<file path="config.mk">
export PLATFORM = sky130hd
export DESIGN_NAME = iirdf_tap_cell
export DESIGN_NICKNAME = d
export VERILOG_FILES = /design/src/sv/iirdf_pkg.sv /design/src/sv/iirdf_tap_cell.sv
export SDC_FILE = /design/constraint.sdc
export NUM_CORES = 2
export LEC_CHECK = 0
export BUFFER_PORTS_ARGS = -buffer_cell sky130_fd_sc_hd__buf_2
export CORE_ASPECT_RATIO = 1.2
export CORE_MARGIN = 2
export CORE_UTILIZATION = 33
export CTS_CLUSTER_DIAMETER = 120
export DETAILED_ROUTE_END_ITERATION = 10
export MAX_ROUTING_LAYER = met4
export PLACE_DENSITY_LB_ADDON = 0.08
export SYNTH_ARGS = -nofsm -noshare
export SYNTH_HDL_FRONTEND = slang
export SYNTH_SLANG_ARGS = --single-unit
</file>
<file path="constraint.sdc">
create_clock -name clk -period 19.7 [get_ports clk]
set_input_delay 4.925 -clock clk [delete_from_list [all_inputs] [get_ports clk]]
set_output_delay 4.925 -clock clk [all_outputs]
set_load 0.05 [all_outputs]
</file>
<file path="src/sv/iirdf_pkg.sv">
`default_nettype none

package iirdf_pkg;

  // Field and datapath widths.
  localparam int SAMPLE_W    = 16;
  localparam int COEF_W      = 18;
  localparam int PROD_W      = SAMPLE_W + COEF_W;
  localparam int ACC_W       = PROD_W + 4;
  localparam int ROUND_SHIFT = 14;
  localparam int YWIDE_W     = ACC_W - ROUND_SHIFT;
  localparam int NUM_TAPS    = 3;
  localparam int CFG_IDX_W   = 3;

  typedef logic signed [SAMPLE_W-1:0] sample_t;
  typedef logic signed [COEF_W-1:0]   coef_t;
  typedef logic signed [PROD_W-1:0]   prod_t;
  typedef logic signed [ACC_W-1:0]    acc_t;
  typedef logic signed [YWIDE_W-1:0]  ywide_t;
  typedef logic [CFG_IDX_W-1:0]       cfg_index_t;

  // Register indexes on the configuration port.
  localparam cfg_index_t REG_B0 = 3'd0;
  localparam cfg_index_t REG_B1 = 3'd1;
  localparam cfg_index_t REG_B2 = 3'd2;
  localparam cfg_index_t REG_B3 = 3'd3;
  localparam cfg_index_t REG_A1 = 3'd4;
  localparam cfg_index_t REG_A2 = 3'd5;
  localparam cfg_index_t REG_A3 = 3'd6;

  // Coefficient reset values (Q4.14).
  localparam coef_t COEF_ONE  = 18'sd16384;
  localparam coef_t COEF_ZERO = 18'sd0;

  // Half an output LSB at the accumulator scale, for round to nearest.
  localparam acc_t ROUND_HALF = acc_t'(1) <<< (ROUND_SHIFT - 1);

  typedef struct packed {
    sample_t sample_in;
    logic    start_block;
  } in_word_t;

  typedef struct packed {
    sample_t sample_out;
    logic    saturated;
  } out_word_t;

  // Control handed from the top level to every tap cell.
  typedef struct packed {
    logic fire;   // the output stage produces a result this cycle
    logic clear;  // the word in the product stage starts a new block
  } cell_ctrl_t;

endpackage

`default_nettype wire

</file>
<file path="src/sv/iirdf_tap_cell.sv">
`default_nettype none

module iirdf_tap_cell #(
  parameter bit USE_B = 1'b1,
  parameter bit USE_A = 1'b1
) (
  input  wire                        clk,
  input  wire                        rst,
  input  wire iirdf_pkg::cell_ctrl_t ctrl,
  input  wire iirdf_pkg::sample_t    x_in,
  input  wire iirdf_pkg::sample_t    y_in,
  input  wire iirdf_pkg::coef_t      coef_b,
  input  wire iirdf_pkg::coef_t      coef_a,
  input  wire iirdf_pkg::acc_t       partial_in,
  output iirdf_pkg::sample_t         x_out,
  output iirdf_pkg::sample_t         y_out,
  output iirdf_pkg::acc_t            partial_out
);
  import iirdf_pkg::*;

  sample_t x_hist;
  sample_t y_hist;
  prod_t   ff_prod;
  prod_t   fb_prod;
  acc_t    term;

  // Delay line: on each result, take the neighbor's samples and pass ours on.
  always_ff @(posedge clk) begin
    if (rst) begin
      x_hist <= '0;
      y_hist <= '0;
    end else if (ctrl.fire) begin
      x_hist <= x_in;
      y_hist <= y_in;
    end
  end

  // A new block sees zero history from this tap onward.
  assign x_out = ctrl.clear ? '0 : x_hist;
  assign y_out = ctrl.clear ? '0 : y_hist;

  // Products of this tap on the held input and output samples.
  assign ff_prod = USE_B ? prod_t'(coef_b * x_hist) : '0;
  assign fb_prod = USE_A ? prod_t'(coef_a * y_hist) : '0;

  // Partial sum of this tap and all taps further down the chain.
  assign term        = ctrl.clear ? '0 : acc_t'(ff_prod) - acc_t'(fb_prod);
  assign partial_out = term + partial_in;

endmodule

`default_nettype wire

</file>
==> run summary <==
slowest stage cell, crit path -> fa_1
antenna cells -> 0
core footprint -> 76700 sq um
dpl hpwl -> 65.4 mm
layout cell share with drive strength beyond 1 -> 0.0788
Final ANT Viol Nets -> 0
Layout Nets -> 3869
die width -> 258 um
CTS hold repair buffers -> 0
CTS tree -> done
vias per cell -> 4.66
Chip Height -> 309 um
Buf+Inv Stages, Crit Path -> 6
Clock Tree Buf Depth -> 2
RSZ-0062 raised after global routing -> yes
Clock Latency Late Sink -> 0.33 ns
Placement Rows -> 111
clk_skew -> 0 ns
Worst path max stage delay -> 0.56 ns
Tot GR Track Use -> 0.202
final core area utilization -> 0.362
area grow syn2layout -> 8.23%
post-synthesis cell count -> 2806
CP endpoint kind -> primary output
r2r startpoint -> x_hist[3]
post-synth net total -> 3770
via count -> 18300
R2R Setup Slk -> 18.32 ns
Worst EP arrival -> 14.27 ns
# port buffers -> 179
CP delay by family, top -> adder cells
number of buffers created by CTS -> 5
worst hold path class -> reg2reg
Tcrit/Tclk final -> 0.974
CTS Root Cell -> clkbuf_16
first-pass GRT wire length -> 118 mm
ys flop type -> dfxtp_1
GRT Residual Overflow -> 0
I/O Pins -> 180
largest net degree at the start of global routing -> 69
synthesis-stage register bit count -> 32
Post-synth ARST share -> 0
vias in the first global route -> 20400
wire per inst -> 19.1 um
H-tree depth -> 2
Hold Path Depth -> 2
maximum clock frequency -> 0.0521 GHz
DR iter-0 viols -> 645
final std cells w/o fill -> 3923
die area -> 79900 sq um
outcome -> finished, final reports clean
Setup Total Neg Slack -> 0 ns
CP Launch Type -> input port
DRC errors left -> 0
antenna violations before repair -> 1
Hold Startpoint -> y_hist[0]
Final Hold Violating Endpoints -> 0
Hold EP -> y_hist[0]
leading cell types in the layout, fill and taps excluded -> 727 x inv_1, 649 x fa_1, 298 x and2_1
Hold Worst Slack -> 0.535 ns
reg2reg end -> x_hist[3]
clk sinks -> 32
dpl cells -> 3913
Ys Warns -> 0
Final Wtd Congestion -> 0.882
WP data required -> 14.78 ns
Most common cell on crit path -> fa_1
Post-Syn Area -> 25600 sq um
register area share after synthesis -> 0.0250
Max Cap Viol -> 0
drt pass-1 iters -> 5
DRT Wirelength -> 75.0 mm
commonest non-fill, non-tap cell in the layout -> inv_1
number of synthesized flops with an enable pin -> 0
Max Slew Vio Count -> 0
initial core utilization -> 0.334
Reg2Reg Depth -> 2
final setup vio count -> 0
synth unique cells -> 51
crit-path max FO -> 16
Relative slew margins -> 0.271
Crit Path Category -> in2out
Avg Inst Size Synth -> 9.13 sq um
worst slew pin tran -> 1.09 ns
clock transition at the registers of the reported paths -> 0.06 ns
fin crit period -> 19.20 ns
==> per-stage QoR <==
stage / setup slack (ns) / area (sq um)
floorplan: 0.863 / 25600
global placement: 0.297 / 27500
detailed placement: 0.331 / 27500
CTS: 0.251 / 27700
global route: -0.00500 / 27700
finish: 0.503 / 27700
==> synth_stat cells, types with 45 or more instances <==
| library cell | count | area [sq um] |
|---|---|---|
| xnor2_1 | 59 | 517 |
| inv_1 | 728 | 2730 |
| nor2_1 | 98 | 368 |
| clkbuf_1 | 110 | 413 |
| fa_1 | 650 | 13000 |
| a21oi_1 | 54 | 270 |
| a21o_1 | 45 | 338 |
| and2_1 | 298 | 1860 |
| nand2_1 | 261 | 980 |
| ha_1 | 204 | 2550 |
| nor2b_1 | 56 | 350 |
==> metal layers <==
layer,vias to the layer above,GRT usage,part of all wire
li1,8329,-,-
met1,9596,0.218,0.37
met2,272,0.397,0.59
met3,77,0.00672,0.016
met4,0,0.0570,0.031
met5,-,-,0
==> final cells by class <==
class,count,area [sq um]
tap,1017,1270
clock buffer,6,129
multi-input combinational,1933,21800
fill,8027,48900
timing repair buffer,205,1090
clock inverter,2,16.3
inverter,728,2740
sequential,32,641
==> worst register-to-register path, delay by kind of cell, from the launching register on <==
kind	cells	cell delay (ns)
AND/OR/NAND/NOR	1	0.12
multiplexers	1	0.16
flip-flops	1	1.05
==> worst max path at each step <==
stage	from	slack [ns]	endpoint	cells after the start
2_1_floorplan	coef_a[17]	0.86	partial_out[34]	34
3_3_place_gp	coef_a[17]	0.30	partial_out[36]	36
3_5_place_dp	coef_a[17]	0.33	partial_out[34]	35
4_1_cts	coef_a[17]	0.25	partial_out[34]	35
5_1_grt	coef_a[17]	-0.005	partial_out[36]	36
6_report	coef_b[7]	0.50	partial_out[36]	36
==> state kept, by name (all words and copies together), names as in the netlist <==
name / flops
x_hist: 16
y_hist: 16
==> repair_timing <==
action / 4_1_cts / 5_1_grt
gates resized for setup: 0 / 8
setup endpoints to repair: 0 / 5
setup buffers: 0 / 2
==> cell families (layout without fill, tap and decap cells) <==
kind of cell / after synthesis / in the layout / share of synthesized area
compound gates: 185 / 185 / 0.0484
xor+xnor: 82 / 82 / 0.0280
fa+ha+maj: 854 / 854 / 0.608
buf+inv: 841 / 941 / 0.123
flops: 32 / 32 / 0.0250
mux: 32 / 32 / 0.0125
simple gates: 780 / 780 / 0.155
Power is not shown: default switching activity piles up to over one toggle a cycle in this logic, so the estimate is an artifact.
